[src/hdl/lcf_pkg.sv]
// Package for the length / CRC-8 frame checker: sizes, prefix phase and
// status codes, and the per-byte CRC and hex decode functions.
// No dependencies.
package lcf_pkg;

  localparam int MAX_FRAME_BYTES = 4096;
  localparam int PREFIX_WINDOW   = 10;
  // CRC snapshots after bytes 0 .. PREFIX_WINDOW+1 of a frame
  localparam int SNAP_N          = PREFIX_WINDOW + 2;
  localparam int SNAP_W          = $clog2(SNAP_N);
  localparam int BCNT_W          = $clog2(MAX_FRAME_BYTES + 1);
  localparam int CHARS_W         = 4;
  localparam int LEN_W           = 16;

  localparam logic [7:0]       CRC_POLY  = 8'h8C;
  localparam logic [LEN_W-1:0] LEN_SAT   = 16'hFFFF;
  localparam logic [7:0]       CH_ZERO   = 8'h30;
  localparam logic [7:0]       CH_NINE   = 8'h39;
  localparam logic [7:0]       CH_UP_A   = 8'h41;
  localparam logic [7:0]       CH_UP_F   = 8'h46;
  localparam logic [7:0]       CH_PLUS   = 8'h2B;
  localparam logic [7:0]       CH_MINUS  = 8'h2D;
  localparam logic [7:0]       CH_POINT  = 8'h2E;

  typedef enum logic [1:0] {
    PH_INT  = 2'd0,
    PH_FRAC = 2'd1,
    PH_DOT  = 2'd2,
    PH_DONE = 2'd3
  } phase_t;

  typedef enum logic [1:0] {
    ST_OK  = 2'd0,
    ST_CRC = 2'd1,
    ST_LEN = 2'd2
  } status_t;

  // reflected CRC-8, one byte, unrolled
  function automatic logic [7:0] crc8_byte(input logic [7:0] crc, input logic [7:0] b);
    logic [7:0] c;
    logic [7:0] d;
    logic       lsb;
    c = crc;
    d = b;
    for (int j = 0; j < 8; j++) begin
      lsb = c[0] ^ d[0];
      c   = {1'b0, c[7:1]};
      if (lsb) begin
        c = c ^ CRC_POLY;
      end
      d = {1'b0, d[7:1]};
    end
    return c;
  endfunction

  // {ok, nibble}; nibble is zero for a non-hex character
  function automatic logic [4:0] hex_nibble(input logic [7:0] ch);
    logic [4:0] r;
    if (ch >= CH_ZERO && ch <= CH_NINE) begin
      r = {1'b1, ch[3:0]};
    end else if (ch >= CH_UP_A && ch <= CH_UP_F) begin
      r = {1'b1, 4'(ch[3:0] + 4'd9)};
    end else begin
      r = 5'd0;
    end
    return r;
  endfunction

endpackage

[src/hdl/length_crc8_frame_checker_top.sv]
// Top level of the length / CRC-8 frame checker: stream in, one status word
// out per frame. Uses lcf_pkg.
//
// Takes one frame character per cycle on the in_ stream; in_tlast marks the
// last character. The frame opens with a decimal length (optional sign,
// integer digits, dropped fraction) and closes with two upper-case hex
// characters carrying a reflected CRC-8 (poly 0x8C, init 0) of the first
// length bytes. One result word appears per frame: the last character passes
// through an input register, then one pass of prefix parse, CRC update and
// final compare into the result register.
// Throughput is one character per clock; in_tready drops only while a finished
// result waits on out_tready and the registered character is itself a last
// character.
module length_crc8_frame_checker_top (
  input  logic        clk,
  input  logic        rst_n,
  input  logic        in_tvalid,
  output logic        in_tready,
  input  logic [7:0]  in_tdata,   // [7:0] data_byte
  input  logic        in_tlast,   // frame_end
  output logic        out_tvalid,
  input  logic        out_tready,
  output logic [39:0] out_tdata   // [1:0] status, [17:2] declared_length,
                                  // [25:18] computed_crc, [33:26] received_crc,
                                  // [39:34] zero
);

  localparam int BW = lcf_pkg::BCNT_W;
  localparam int LW = lcf_pkg::LEN_W;
  localparam int SW = lcf_pkg::SNAP_W;

  // input register
  logic       in_vld_r;
  logic [7:0] in_byte_r;
  logic       in_last_r;
  logic       advance;

  // frame state
  logic [BW-1:0]                 bcnt_r, bcnt_nxt;
  logic                          too_long_r, too_long_nxt;
  logic [LW-1:0]                 plen_r, plen_nxt;
  lcf_pkg::phase_t               phase_r, phase_nxt;
  logic [lcf_pkg::CHARS_W-1:0]   chars_r, chars_nxt;
  logic                          neg_r, neg_nxt;
  logic [7:0]                    crc_r, crc_nxt;
  logic [15:0]                   tail_r, tail_nxt;
  logic [7:0]                    snap_r [lcf_pkg::SNAP_N];
  logic                          snap_we;
  logic [SW-1:0]                 snap_wa;

  // result register
  logic                          out_vld_r;
  lcf_pkg::status_t              status_r, status_nxt;
  logic [LW-1:0]                 dlen_r, dlen_nxt;
  logic [7:0]                    ccrc_r, ccrc_nxt;
  logic [7:0]                    rcrc_r, rcrc_nxt;

  // datapath temporaries
  logic              digit;
  logic              took;
  logic              p_zero;
  logic [19:0]       acc;
  logic [LW-1:0]     len_a;
  logic [LW-1:0]     len_f;
  logic [7:0]        crc_a;
  logic [7:0]        crc_b;
  logic [7:0]        crc_c;
  logic [BW-1:0]     total;
  logic [4:0]        hx_hi;
  logic [4:0]        hx_lo;

  assign advance   = in_vld_r && (!in_last_r || !out_vld_r || out_tready);
  assign in_tready = !in_vld_r || advance;

  always_ff @(posedge clk) begin
    if (!rst_n) begin
      in_vld_r <= 1'b0;
    end else if (in_tready) begin
      in_vld_r <= in_tvalid;
    end
  end

  always_ff @(posedge clk) begin
    if (in_tvalid && in_tready) begin
      in_byte_r <= in_tdata;
      in_last_r <= in_tlast;
    end
  end

  // snapshot for a given byte count; count zero is the CRC seed
  function automatic logic [7:0] snap_rd(input logic [SW-1:0] idx,
                                         input logic [7:0] arr [lcf_pkg::SNAP_N]);
    logic [7:0] v;
    v = 8'd0;
    for (int i = 1; i < lcf_pkg::SNAP_N; i++) begin
      if (idx == SW'(i)) begin
        v = arr[i];
      end
    end
    return v;
  endfunction

  always_comb begin
    digit  = (in_byte_r >= lcf_pkg::CH_ZERO) && (in_byte_r <= lcf_pkg::CH_NINE);
    p_zero = (bcnt_r == '0);

    too_long_nxt = too_long_r || (bcnt_r >= BW'(lcf_pkg::MAX_FRAME_BYTES));
    plen_nxt  = plen_r;
    phase_nxt = phase_r;
    chars_nxt = chars_r;
    neg_nxt   = neg_r;
    took      = 1'b1;
    acc       = 20'({plen_r, 3'b000}) + 20'({plen_r, 1'b0}) + 20'(in_byte_r[3:0]);
    crc_a     = crc_r;

    // prefix parse
    if (phase_r != lcf_pkg::PH_DONE) begin
      if (phase_r == lcf_pkg::PH_DOT) begin
        if (digit) begin
          phase_nxt = lcf_pkg::PH_FRAC;
        end else begin
          took = 1'b0;
        end
      end else if (chars_r >= lcf_pkg::CHARS_W'(lcf_pkg::PREFIX_WINDOW)) begin
        took = 1'b0;
      end else if (p_zero && in_byte_r == lcf_pkg::CH_PLUS) begin
        took = 1'b1;
      end else if (p_zero && in_byte_r == lcf_pkg::CH_MINUS) begin
        neg_nxt = 1'b1;
      end else if (in_byte_r == lcf_pkg::CH_POINT) begin
        phase_nxt = lcf_pkg::PH_DOT;
      end else if (digit) begin
        if (phase_r == lcf_pkg::PH_INT) begin
          plen_nxt = (acc > 20'(lcf_pkg::LEN_SAT)) ? lcf_pkg::LEN_SAT : acc[LW-1:0];
        end
      end else begin
        took = 1'b0;
      end
      if (took) begin
        if (chars_r != '1) begin
          chars_nxt = chars_r + 1'b1;
        end
      end else begin
        phase_nxt = lcf_pkg::PH_DONE;
        // length shorter than bytes already hashed: roll back to its snapshot
        if (!neg_r && LW'(bcnt_r) > plen_r && plen_r < LW'(lcf_pkg::SNAP_N)) begin
          crc_a = snap_rd(plen_r[SW-1:0], snap_r);
        end else if (neg_r && !p_zero) begin
          crc_a = 8'd0;
        end
      end
    end

    len_a = neg_nxt ? '0 : plen_nxt;

    // CRC update and snapshot
    crc_b   = crc_a;
    snap_we = 1'b0;
    snap_wa = SW'(bcnt_r + 1'b1);
    if (!too_long_nxt) begin
      if (phase_nxt != lcf_pkg::PH_DONE || LW'(bcnt_r) < len_a) begin
        crc_b = lcf_pkg::crc8_byte(crc_a, in_byte_r);
      end
      snap_we = (bcnt_r < BW'(lcf_pkg::SNAP_N - 1));
    end

    tail_nxt = {tail_r[7:0], in_byte_r};
    bcnt_nxt = (bcnt_r < BW'(lcf_pkg::MAX_FRAME_BYTES)) ? bcnt_r + 1'b1 : bcnt_r;

    // frame end: prefix may still be open
    total = bcnt_nxt;
    len_f = len_a;
    crc_c = crc_b;
    if (phase_nxt != lcf_pkg::PH_DONE) begin
      if (len_f < LW'(total) && len_f < LW'(lcf_pkg::SNAP_N)) begin
        crc_c = snap_rd(len_f[SW-1:0], snap_r);
      end
    end

    hx_hi = lcf_pkg::hex_nibble(tail_nxt[15:8]);
    hx_lo = lcf_pkg::hex_nibble(tail_nxt[7:0]);

    dlen_nxt = len_f;
    ccrc_nxt = crc_c;
    rcrc_nxt = {hx_hi[3:0], hx_lo[3:0]};
    if (neg_nxt || too_long_nxt || total < BW'(2) || len_f != LW'(total - BW'(2))) begin
      status_nxt = lcf_pkg::ST_LEN;
    end else if (!hx_hi[4] || !hx_lo[4] || crc_c != rcrc_nxt) begin
      status_nxt = lcf_pkg::ST_CRC;
    end else begin
      status_nxt = lcf_pkg::ST_OK;
    end

    crc_nxt = crc_b;
  end

  // frame state; cleared after each last word
  always_ff @(posedge clk) begin
    if (!rst_n) begin
      bcnt_r     <= '0;
      too_long_r <= 1'b0;
      plen_r     <= '0;
      phase_r    <= lcf_pkg::PH_INT;
      chars_r    <= '0;
      neg_r      <= 1'b0;
      crc_r      <= '0;
      tail_r     <= '0;
    end else if (advance) begin
      if (in_last_r) begin
        bcnt_r     <= '0;
        too_long_r <= 1'b0;
        plen_r     <= '0;
        phase_r    <= lcf_pkg::PH_INT;
        chars_r    <= '0;
        neg_r      <= 1'b0;
        crc_r      <= '0;
        tail_r     <= '0;
      end else begin
        bcnt_r     <= bcnt_nxt;
        too_long_r <= too_long_nxt;
        plen_r     <= plen_nxt;
        phase_r    <= phase_nxt;
        chars_r    <= chars_nxt;
        neg_r      <= neg_nxt;
        crc_r      <= crc_nxt;
        tail_r     <= tail_nxt;
      end
    end
  end

  // snapshots are only read at counts already written in this frame
  always_ff @(posedge clk) begin
    if (advance && snap_we) begin
      snap_r[snap_wa] <= crc_b;
    end
  end

  always_ff @(posedge clk) begin
    if (!rst_n) begin
      out_vld_r <= 1'b0;
    end else if (advance && in_last_r) begin
      out_vld_r <= 1'b1;
    end else if (out_tready) begin
      out_vld_r <= 1'b0;
    end
  end

  always_ff @(posedge clk) begin
    if (advance && in_last_r) begin
      status_r <= status_nxt;
      dlen_r   <= dlen_nxt;
      ccrc_r   <= ccrc_nxt;
      rcrc_r   <= rcrc_nxt;
    end
  end

  assign out_tvalid = out_vld_r;
  assign out_tdata  = {6'd0, rcrc_r, ccrc_r, dlen_r, status_r};

endmodule

[config.mk]
export PLATFORM = sky130hd
export DESIGN_NAME = length_crc8_frame_checker_top
export DESIGN_NICKNAME = d
export VERILOG_FILES = /design/src/hdl/lcf_pkg.sv /design/src/hdl/length_crc8_frame_checker_top.sv
export SDC_FILE = /design/constraint.sdc
export NUM_CORES = 1
export LEC_CHECK = 0
export BUFFER_PORTS_ARGS = -buffer_cell sky130_fd_sc_hd__buf_2
export CORE_ASPECT_RATIO = 0.75
export CORE_MARGIN = 5
export CORE_UTILIZATION = 60
export CTS_CLUSTER_SIZE = 30
export DETAILED_ROUTE_END_ITERATION = 10
export GPL_TIMING_DRIVEN = 0
export PLACE_DENSITY = 0.78
export SYNTH_ARGS = -nofsm -noshare
export SYNTH_HDL_FRONTEND = slang
export SYNTH_SLANG_ARGS = --single-unit
[constraint.sdc]
create_clock -name clk -period 15.67 [get_ports clk]
set_input_delay 2.3505 -clock clk [delete_from_list [all_inputs] [get_ports clk]]
set_output_delay 2.3505 -clock clk [all_outputs]
set_load 0.03 [all_outputs]
* After elaboration in Yosys (flattened, before gate mapping)
Cells that the tools add are included.
Word-level totals: input bits 13, register bits 194, output and inout port bits 42
Cells by class: bitwise operators 17, equality and inequality tests 31, add/subtract/negate cells 7, mux-type cells 105, magnitude comparators 21, reductions and logical operators 39
Operator list (number):
- two-way mux 8 bit | 55
- two-way mux 16 bit | 11
- bitwise mux 96 bit | 1
- demux 8 bit (select 4 bit) | 1
- equality test 4 x 3 -> 1 bit (second input constant) | 8
- equality test 4 bit (second input constant) | 8
- < comparator 16 x 4 -> 1 bit (second input constant) | 2
- two-way mux 13 bit | 2
- equality test 8 x 6 -> 1 bit (second input constant) | 3
- inverter 2 -> 3 bit | 8
- adder 19 x 17 -> 20 bit | 1
- adder 20 x 4 -> 20 bit | 1
- > comparator 20 x 16 -> 1 bit (second input constant) | 1
- two-way mux 5 bit | 4
- two-way mux 1 bit | 18
- two-way mux 2 bit | 9
- equality test 4 x 2 -> 1 bit (second input constant) | 4
- >= comparator 8 x 6 -> 1 bit (second input constant) | 2
- >= comparator 8 x 7 -> 1 bit (second input constant) | 2
- > comparator 13 x 16 -> 1 bit | 1
- <= comparator 8 x 6 -> 1 bit (second input constant) | 2
- <= comparator 8 x 7 -> 1 bit (second input constant) | 2
- < comparator 13 x 16 -> 1 bit | 1
- < comparator 16 x 13 -> 1 bit | 1
- 27 further kinds | 72

* Logic depth before layout (Yosys ltp)
Gate-level depths: netlist of the first run.
word-level depth 52, mapped depth 30, mapped depth without buffers 26

* Worst setup path after synthesis of the first run
OpenSTA, ideal clock, no wires.
path type register to register, from reg in_byte_r[3], to reg status_r[0], data pin, path slack 8.530 ns, stages on the path, launching flop included 27, required time 15.406 ns, arrival 6.876 ns, path buffers 1, setup time 0.264 ns, cells stage by stage edfxtp_1 > fa_1 > fa_1 > a21o_1 > a221o_2 > a21oi_2 > o311a_4 > mux2_4 > o31a_1 > buf_4 > nand2_1 > inv_1 > ha_1 > nor2b_1 > o21a_1 > o21a_1 > o21ai_0 > a21oi_1 > o311a_1 > or4_4 > nor4b_4 > nand4_1 > a221o_1 > a211oi_2 > a211oi_1 > or4b_1 > o41a_1
On the way: elaborated cells between the ends (all ways) 127
RTL lines:
- start, declared | line length_crc8_frame_checker_top.sv:34 | logic [7:0] in_byte_r;
- start signal, assigned | line length_crc8_frame_checker_top.sv:85 | in_byte_r <= in_tdata;
- adder 20 x 4 -> 20 bit | line length_crc8_frame_checker_top.sv:113 | acc = 20'({plen_r, 3'b000}) + 20'({plen_r, 1'b0}) + 20'(in_byte_r[3:0]);
- > comparator 20 x 16 -> 1 bit | line length_crc8_frame_checker_top.sv:134 | plen_nxt = (acc > 20'(lcf_pkg::LEN_SAT)) ? lcf_pkg::LEN_SAT : acc[LW-1:0];
- two-way mux 16 bit | line length_crc8_frame_checker_top.sv:134
- two-way mux 16 bit | line length_crc8_frame_checker_top.sv:133 | if (phase_r == lcf_pkg::PH_INT) begin
- two-way mux 16 bit | line length_crc8_frame_checker_top.sv:132 | end else if (digit) begin
- two-way mux 16 bit | line length_crc8_frame_checker_top.sv:130 | end else if (in_byte_r == lcf_pkg::CH_POINT) begin
- two-way mux 16 bit | line length_crc8_frame_checker_top.sv:128 | end else if (p_zero && in_byte_r == lcf_pkg::CH_MINUS) begin
- two-way mux 16 bit | line length_crc8_frame_checker_top.sv:126 | end else if (p_zero && in_byte_r == lcf_pkg::CH_PLUS) begin
- (+4 left out)
- via dlen_nxt[1] | line length_crc8_frame_checker_top.sv:54 | logic [LW-1:0] dlen_r, dlen_nxt;
- equality test 4 x 1 -> 1 bit | line length_crc8_frame_checker_top.sv:96 | if (idx == SW'(i)) begin
- two-way mux 8 bit (11 in series) | line length_crc8_frame_checker_top.sv:96
- two-way mux 8 bit | line length_crc8_frame_checker_top.sv:175 | if (len_f < LW'(total) && len_f < LW'(lcf_pkg::SNAP_N)) begin
- two-way mux 8 bit | line length_crc8_frame_checker_top.sv:174 | if (phase_nxt != lcf_pkg::PH_DONE) begin
- != test 8 bit | line length_crc8_frame_checker_top.sv:188 | end else if (!hx_hi[4] || !hx_lo[4] || crc_c != rcrc_nxt) begin
- logical OR 1 bit | line length_crc8_frame_checker_top.sv:188
- two-way mux 1 bit | line length_crc8_frame_checker_top.sv:188
- end signal, assigned | line length_crc8_frame_checker_top.sv:250 | status_r <= status_nxt;
- end, declared | line length_crc8_frame_checker_top.sv:53 | lcf_pkg::status_t status_r, status_nxt;
The timed path passes the listed nets; every way through them passes the cells marked *. The select of a mux whose other input is x is not followed. A chain may end at the register's enable or synchronous reset.

* Worst setup path after layout of the first run
Same ends and word-level chain as after synthesis.

==> results of run 1 <==
## metrics by stage
stage | util [%] | hold slack, ns | cells | area [um2] | worst slack [ns]
after floorplan | - | 0.446 | 1354 | 13000 | 8.53
after global placement | 64.1 | 0.469 | 1690 | 13600 | 7.06
after detailed placement | 64.1 | 0.471 | 1690 | 13600 | 7.18
after CTS | 66.7 | 0.486 | 1722 | 14200 | 7.07
after global routing | 66.8 | 0.523 | 1722 | 14200 | 6.55
final | 66.8 | 0.494 | 1722 | 14200 | 6.85
## worst min-delay path: cells and delay by family (launching register included)
| family | cells | cell delay [ns] |
|---|---|---|
| simple gates | 1 | 0.06 |
| flops | 1 | 0.33 |
| compound gates | 1 | 0.06 |
## cells by family after synthesis
logic type      count (synthesis)
compound gates                418
simple gates                  414
xor+xnor                       72
mux                            36
other cells                     1
buf+inv                       135
flops                         186
fa+ha+maj                      87
## area by class of cell
class / count / area [um2]
timing repair buffer: 48 / 240
buffer: 74 / 353
inverter: 61 / 229
sequential: 186 / 5030
tap: 288 / 360
clock inverter: 14 / 143
multi-input combinational: 1033 / 7390
clock buffer: 18 / 429
fill: 1699 / 7060
## power groups by stage
stage               registers, mW  clock network [mW]  logic [mW]
floorplan                   0.580                   0       0.107
global placement            0.576                   0       0.162
detailed placement          0.577                   0       0.166
CTS                         0.566               0.430       0.167
global route                0.567               0.451       0.184
finish                      0.566               0.432       0.173
## cells in the mapped netlist, drive strengths merged (31+ instances only)
master / number
nand3: 44
edfxtp: 131
xor2: 31
nand2: 100
ha: 85
buf: 31
inv: 60
a21oi: 80
xnor2: 38
dfxtp: 55
nor2: 76
clkbuf: 43
o21ai: 90
## sequential cells by signal, summed over array words and instances (netlist names)
signal	cells
plen_r	16
phase_r	2
neg_r	1
rcrc_r	8
in_last_r	1
chars_r	4
in_vld_r	1
dlen_r	16
ccrc_r	8
too_long_r	1
snap_r	88
crc_r	8
bcnt_r	13
status_r	2
tail_r	8
out_tvalid	1
in_byte_r	8
## final timing paths
kind                               endpoint  slack [ns]
worst max-delay path            status_r[0]        6.85
worst min register to register    tail_r[6]        0.49
worst min-delay path              tail_r[6]        0.49
worst max register to register  status_r[0]        6.85
## layer usage
layer	wire length [um]	track usage (%)	share of wire, %	up-vias
li1	-	-	-	5273
met4	1170	9.14	2.7	2
met3	6360	10.4	15	118
met5	88	2.60	0.20	-
met2	17200	49.3	40	851
met1	18200	50.8	42	5623
==> impl_metrics.yaml, run 1 <==
synthesis:
  synthAdderAreaFrac_pct: 8.50
  synthCells: 1349
  synthSimpleGateAreaFrac_pct: 16.8
  synth_top_area_share_pct: 30.3
  synth_xor_area_share_pct: 5.17
  syn_avg_cell_area_um2: 9.62
  synth-compound-area-share_pct: 22.9
  ys_top_cells_by_area: "edfxtp_1, dfxtp_1, ha_1, a21oi_1, nand2_1"
  yosysSeqAreaShare_pct: 38.8
  synth_flop_cell: "edfxtp_1"
  synth-edff-count: 131
  ys_warn_count: 0
  synth_top_family_by_area: "compound AO/OA/AOI/OAI gates"
  yosys.cell_types.count: 106
  synth.area.mux_share_pct: 3.31
  syn_area_um2: 13000
  ys_seq_elements: 186
  synthArstFlopShare_pct: 0
  synth_top_area_cell: "edfxtp_1"
worst_hold_path:
  hp-class: "flop to flop"
  holdPathStages: 2
  hp-start: "tail_r[6]"
sta:
  rsz0062_at_grt: "no"
  max_freq_mhz: 113
  tightest_slew_ns: 1.37
  drv_slew: 0
  finalSetupTns_ns: 0
  fin_skew_ns: 0.0152
  fin_crit_sh_pct: 56.3
  min_period_ns: 8.82
  hold_viol: 0
  setup_viol: 0
  slew_headroom_pct: 6.05
power_and_ir_drop:
  netSwitchingPower_mw: 0.337
  power_frac_seq_pct: 48.3
  clkPwrFrac_pct: 36.9
  power.total_mw: 1.17
  swShare_pct: 28.8
  p_leak_nw: 5.42
  p_int_mw: 0.835
  vdd_ir_drop_max_mv: 0.0824
  pwr-share-comb_pct: 14.8
  power_density_nw_per_um2: 82.7
place:
  place.gp.congestion: 1.05
  port_buffers: 48
  dp_hpwl_mm: 31.9
final_layout:
  nets: 1521
  drive_gt1_share_pct: 11.2
  final_common_cell: "edfxtp_1"
  antenna_cells: 0
  area_growth_syn_to_layout_pct: 9.19
  final_cell_mix: "edfxtp_1, nand2_1, ha_1"
clock_tree:
  cts.clk_slew.worst_paths_ns: 0.07
  cts_tree: "yes"
  clk_latency_ns: 0.45
  cts_resized: 0
  cts_buffers: 17
  post_cts_buffers: 0
  cts-root-buf: "clkbuf_16"
  htree_levels: 4
  cts.sinks: 186
  clk_path_buf_depth: 2
  ctsHoldBuffers: 0
route:
  wl_mm: 43.1
  num_vias: 11900
  viasPerCell: 6.89
  drc: 0
  wl_per_cell_um: 25.0
  drtAntennaViolNets: 0
  first_pass_iters: 7
  drt_iter0_drc: 1907
setup_path:
  crit_fanout: 8
  cp_top_family: "compound AO/OA/AOI/OAI gates"
  cp-start-kind: "flop"
  cp.depth: 24
  critPathBufInv: 0
  cp.required_ns: 15.86
  r2r_cells: 24
  crit_type: "flop to flop"
  slowest_stage: "edfxtp_1"
  critPathLaunch: "in_byte_r[3]"
  cp-end-kind: "flop"
  slowest_delay_ns: 0.63
  cp.arrival_ns: 9.01
  reg2reg_from: "in_byte_r[3]"
  crit_chain: "fa_1, fa_1, a21o_1, a221o_2, a21oi_2, o311a_4, mux2i_1, nand3_1, o22ai_1, nor2_1, ha_1, o21a_1, o21a_1, o21ai_0, a21oi_1, o311a_1, or4_4, nor4b_4, nand4_1, a221o_1, a211oi_2, a211oi_1, or4b_1, o41a_1"
global_routing:
  grt_max_degree: 37
  globalRouteTotalUtil_pct: 34.5
  grt_antenna_before_repair: 0
  grt_pass1_wl_mm: 65.7
  grt_overflow: 0
  grt_pass1_vias: 10900
floorplan:
  die_y_um: 137
  core_um2: 21200
  boundaryPins: 55
  dieArea_um2: 24700
  start_util_pct: 61.1
  chipWidth_um: 180
  num_rows: 46
status:
  status: "finished clean"
flow_run:
  max_cap_viol_count: 0
Note: power is estimated with default switching activity, not from simulation.
==> run 2, diff against run 1 <==
--- a/config.mk
+++ b/config.mk
@@ -5,6 +5,7 @@
 export SDC_FILE = /design/constraint.sdc
 export NUM_CORES = 1
 export LEC_CHECK = 0
+export ABC_AREA = 1
 export BUFFER_PORTS_ARGS = -buffer_cell sky130_fd_sc_hd__buf_2
 export CORE_ASPECT_RATIO = 0.75
 export CORE_MARGIN = 5
==> constraint.sdc (replaced) <==
create_clock -name clk -period 8.8 [get_ports clk]
set_input_delay 1.32 -clock clk [delete_from_list [all_inputs] [get_ports clk]]
set_output_delay 1.32 -clock clk [all_outputs]
set_load 0.03 [all_outputs]
==> run 2 against run 1 <==
Effect of this change:
- sequential power rose by 78%
- cell count rose by 19%
- routed wire length fell by 14%
- non-clock buffer count fell by 44
- via count rose by 0.15%
- power rose by 79%
- worst hold slack got worse by 0.027 ns
- synthesized cell count rose by 25%
- clock power rose by 81%
- sequential share of layout area rose by 0.90 points
- die area fell by 2.6%
- critical path type unchanged
- critical endpoint unchanged
==> impl_metrics.yaml, run 2 <==
place:
  place_ws_ns: 2.51
  place.gp.congestion: 0.986
  dpl_cell_area_um2: 13200
  dp_hpwl_mm: 28.8
  port_buffers: 48
sta:
  drv_slew: 0
  fin_crit_sh_pct: 74.4
  rsz0062_at_grt: "no"
  holdWs_ns: 0.467
  finalSetupTns_ns: 0
  setup_viol: 0
  fin_ws_ns: 2.25
  min_period_ns: 6.55
  hold_viol: 0
  tightest_slew_ns: 0.979
  fin_skew_ns: 0.0148
  max_freq_mhz: 153
  slew_headroom_pct: 34.5
setup_path:
  reg2reg_from: "plen_r[1]"
  r2r-end: "status_r[0]"
  path_common_cell: "nand2_1"
  cp.required_ns: 8.98
  crit_fanout: 13
  slowest_delay_ns: 0.72
  crit_type: "flop to flop"
  r2r_slack_ns: 2.25
  r2r_cells: 34
  cp.arrival_ns: 6.73
  cp-start-kind: "flop"
  slowest_stage: "o21ai_2"
  cp-end-kind: "flop"
synthesis:
  synthCells: 1682
  synth-edff-count: 131
  synth-compound-area-share_pct: 8.98
  ys_seq_elements: 186
  ys_top_cells_by_area: "edfxtp_1, nand2_1, dfxtp_1, ha_1, inv_1"
  ys_warn_count: 0
  synth_top_family_by_area: "simple AND/OR/NAND/NOR gates"
  yosys.cell_types.count: 57
  synth_top_area_cell: "edfxtp_1"
  synthSimpleGateAreaFrac_pct: 31.9
  synth_top_area_share_pct: 31.1
  syn_area_um2: 12600
  yosysMostFrequentCell: "nand2_1"
  synth.area.mux_share_pct: 0
  syn_avg_cell_area_um2: 7.51
  synthArstFlopShare_pct: 0
  yosysSeqAreaShare_pct: 39.9
  synthAdderAreaFrac_pct: 8.74
  synth_flop_cell: "edfxtp_1"
  yosys-top-cells-count: "nand2_1, inv_1, nor2_1"
  synth_xor_area_share_pct: 2.36
final_layout:
  top_regs: "snap_r (88), dlen_r (16), plen_r (16)"
  largest_register_ffs: 88
  final_area_um2: 13800
  regMostFlops: "snap_r"
  drive_gt1_share_pct: 9.96
  antenna_cells: 0
  fillers: 1791
  nets: 1854
  final_common_cell: "nand2_1"
  final_cell_mix: "nand2_1, inv_1, nor2_1"
  area_growth_syn_to_layout_pct: 9.48
clock_tree:
  cts_resized: 0
  ctsHoldBuffers: 0
  post_cts_buffers: 0
  cts.clk_slew.worst_paths_ns: 0.07
  htree_levels: 4
  cts.sinks: 186
  clk_latency_ns: 0.44
  clk_path_buf_depth: 2
  cts_buffers: 17
  cts-root-buf: "clkbuf_16"
  cts_tree: "yes"
floorplan:
  chipWidth_um: 178
  boundaryPins: 55
  num_rows: 46
  core_um2: 21000
  dieArea_um2: 24100
  die_y_um: 136
  start_util_pct: 60.3
route:
  viasPerCell: 5.78
  drtAntennaViolNets: 0
  num_vias: 11900
  drt_iter0_drc: 1665
  wl_mm: 37.2
  wl_per_cell_um: 18.1
  drc: 0
  first_pass_iters: 6
global_routing:
  grt_pass1_wl_mm: 58.3
  grt_max_degree: 37
  grt_antenna_before_repair: 0
  grt_pass1_vias: 10900
  globalRouteTotalUtil_pct: 31.4
  grt_overflow: 0
worst_hold_path:
  min_to: "too_long_r"
  hp-class: "flop to flop"
  hp-start: "too_long_r"
  holdPathStages: 2
flow_run:
  max_cap_viol_count: 0
power_and_ir_drop:
  power.total_mw: 2.10
  power_density_nw_per_um2: 152
  p_leak_nw: 6.28
  vdd_ir_drop_max_mv: 0.106
status:
  status: "finished clean"
[run 2: layout make-up]
| cell class | count | area (um2) | area share [%] |
|---|---|---|---|
| tap | 288 | 360 | 2.61 |
| inverter | 227 | 852 | 6.16 |
| clock inverter | 15 | 153 | 1.10 |
| buffer | 30 | 171 | 1.24 |
| clock buffer | 17 | 425 | 3.08 |
| sequential | 186 | 5030 | 36.4 |
| multi-input combinational | 1244 | 6590 | 47.7 |
| timing repair buffer | 48 | 240 | 1.74 |
[run 2: per-layer routing]
layer	global-route usage, %	vias to the layer above	share of wire (%)	wire [um]
met2	46.5	678	41	15400
met5	0	-	0	0
met1	46.6	5441	44	16400
met4	9.06	0	2.6	968
li1	-	5682	-	-
met3	6.86	84	12	4440
[run 2: cell families after synthesis]
kind of cell               after synthesis
and+or+nand+nor                        922
buffers and inverters                  257
AOI/OAI and AO/OA                      195
DFF                                    186
adders and majority gates               87
xor gates and xnor gates                34
other                                    1
[run 2: worst max-delay path: cells and delay by family (launching register included)]
kind / cells / cell delay (ns)
AO/OA/AOI/OAI: 4 / 1.13
adder cells (fa/ha/maj): 4 / 1.34
buffers and inverters: 2 / 0.16
flip-flops: 1 / 0.55
AND/OR/NAND/NOR: 24 / 3.12
[run 2: worst max-delay path by stage]
stage | from | endpoint | slack (ns) | depth (start not counted)
2_1_floorplan | in_byte_r[3] | status_r[0] | 3.99 | 35
3_3_place_gp | plen_r[0] | status_r[0] | 2.59 | 33
3_5_place_dp | plen_r[0] | status_r[0] | 2.51 | 33
4_1_cts | plen_r[0] | status_r[0] | 2.47 | 33
5_1_grt | plen_r[0] | status_r[0] | 1.86 | 33
6_report | plen_r[1] | status_r[0] | 2.25 | 34
[run 2: where the power goes]
part / internal [mW] / switching, mW
registers: 0.993 / 0.0132
logic: 0.0765 / 0.236
clock network: 0.402 / 0.379
[run 2: per-stage QoR]
step / cells / utilization, %
6_report: 2055 / 66.0
3_5_place_dp: 2023 / 63.2
3_3_place_gp: 2023 / 63.2
5_1_grt: 2055 / 66.0
4_1_cts: 2055 / 66.0
2_1_floorplan: 1687 / -
==> run 3, diff against run 2 <==
==> constraint.sdc (replaced) <==
create_clock -name clk -period 6.6 [get_ports clk]
set_input_delay 0.99 -clock clk [delete_from_list [all_inputs] [get_ports clk]]
set_output_delay 0.99 -clock clk [all_outputs]
set_load 0.03 [all_outputs]
==> run 3 against run 2 <==
Effect of this change:
- worst setup slack worse by 1.8 ns
- highest routed layer unchanged
- power grew 33%
- critical endpoint unchanged
- utilization grew 0.072 points
==> impl_metrics.yaml, run 3 (same netlist as run 2, synthesis figures left out) <==
sta:
  fin_crit_sh_pct: 93.7
  drv_slew: 0
  min_period_ns: 6.18
  fin_skew_ns: 0.0140
  tightest_slew_ns: 0.919
  setup_viol: 0
  max_freq_mhz: 162
  holdWs_ns: 0.473
  finalSetupTns_ns: 0
  slew_headroom_pct: 38.5
  hold_viol: 0
  rsz0062_at_grt: "no"
  fin_ws_ns: 0.417
setup_path:
  cp-start-kind: "flop"
  cp.arrival_ns: 6.37
  critPathBufInv: 3
  crit_fanout: 11
  cp-end-kind: "flop"
  slowest_stage: "edfxtp_1"
  cp.required_ns: 6.79
  crit_type: "flop to flop"
  cp_top_family: "simple AND/OR/NAND/NOR gates"
  path_common_cell: "nand2_1"
  slowest_delay_ns: 0.57
power_and_ir_drop:
  power_density_nw_per_um2: 203
  swShare_pct: 30.0
  clkPwrFrac_pct: 37.2
  power.total_mw: 2.80
  netSwitchingPower_mw: 0.841
  vdd_ir_drop_max_mv: 0.141
  pwr-share-comb_pct: 15.0
  p_leak_nw: 6.28
  power_frac_seq_pct: 47.8
  p_int_mw: 1.96
route:
  drtAntennaViolNets: 0
  viasPerCell: 5.78
  wl_per_cell_um: 18.1
  drc: 0
  first_pass_iters: 6
  wl_mm: 37.2
  drt_iter0_drc: 1526
  num_vias: 11900
floorplan:
  num_rows: 46
  chipWidth_um: 178
  core_um2: 21000
  die_y_um: 136
  boundaryPins: 55
  start_util_pct: 60.3
  dieArea_um2: 24100
global_routing:
  grt_antenna_before_repair: 0
  grt_overflow: 0
  globalRouteTotalUtil_pct: 31.4
  grt_pass1_wl_mm: 58.3
  grt_max_degree: 37
  grt_pass1_vias: 10900
place:
  place_ws_ns: 0.305
  place.gp.congestion: 0.986
  port_buffers: 48
  dp_hpwl_mm: 28.8
final_layout:
  final_cell_mix: "nand2_1, inv_1, nor2_1"
  post-route-util_pct: 66.1
  antenna_cells: 0
  fillers: 1786
  drive_gt1_share_pct: 10.2
  final_common_cell: "nand2_1"
  area_growth_syn_to_layout_pct: 9.60
  top_regs: "snap_r (88), dlen_r (16), plen_r (16)"
  regMostFlops: "snap_r"
  largest_register_ffs: 88
  nets: 1854
status:
  status: "finished clean"
clock_tree:
  clk_path_buf_depth: 2
  clk_latency_ns: 0.45
  cts-root-buf: "clkbuf_16"
  ctsHoldBuffers: 0
  cts.clk_slew.worst_paths_ns: 0.08
  cts.sinks: 186
  post_cts_buffers: 0
  htree_levels: 4
  cts_buffers: 17
  cts_tree: "yes"
worst_hold_path:
  hp-class: "flop to flop"
flow_run:
  max_cap_viol_count: 0
[run 3: timing repair]
item                       CTS  global route
hold endpoints to repair     0             0
setup endpoints to repair    0             1
resized for setup            0             5
[run 3: power by group through the flow]
stage / combinational (mW) / sequential, mW / clock (mW)
finish: 0.420 / 1.34 / 1.04
global route: 0.453 / 1.34 / 1.08
CTS: 0.406 / 1.34 / 1.04
detailed placement: 0.403 / 1.37 / 0
global placement: 0.394 / 1.37 / 0
floorplan: 0.250 / 1.38 / 0
[run 3: path summary, 6_finish.rpt]
| path | cells after the start | from | end | slack, ns |
|---|---|---|---|---|
| hold / removal | 2 | too_long_r | too_long_r | 0.47 |
| setup reg to reg | 36 | in_byte_r[1] | status_r[0] | 0.42 |
| hold reg to reg | 2 | too_long_r | too_long_r | 0.47 |
| setup / recovery | 36 | in_byte_r[1] | status_r[0] | 0.42 |
[run 3: area by class of cell]
cell class	count	area (um2)	share of cell area, %
plain buffers	30	171	1.24
clock buffers	17	425	3.07
clock inverters	15	153	1.10
inverters	227	852	6.16
multi-input cells	1244	6600	47.7
flip-flops and latches	186	5040	36.4
well taps	288	360	2.60
repair buffers	48	240	1.74
[run 3: tightest hold or removal path, stage by stage, from the launching register on]
cell and delay [ns]:
dfxtp_1 0.32, inv_1 0.05, a21oi_1 0.05
[run 3: stage by stage]
step,area [um2],cells
after floorplan,12600,1687
after global placement,13200,2023
after detailed placement,13200,2023
after CTS,13800,2055
after global routing,13800,2055
final,13800,2055
[run 3: per-layer routing]
layer / up-vias / GRT usage, % / share of wire (%)
met4: 0 / 9.06 / 2.6
met1: 5434 / 46.6 / 44
met3: 86 / 6.86 / 12
met2: 686 / 46.5 / 41
met5: - / 0 / 0
li1: 5682 / - / -
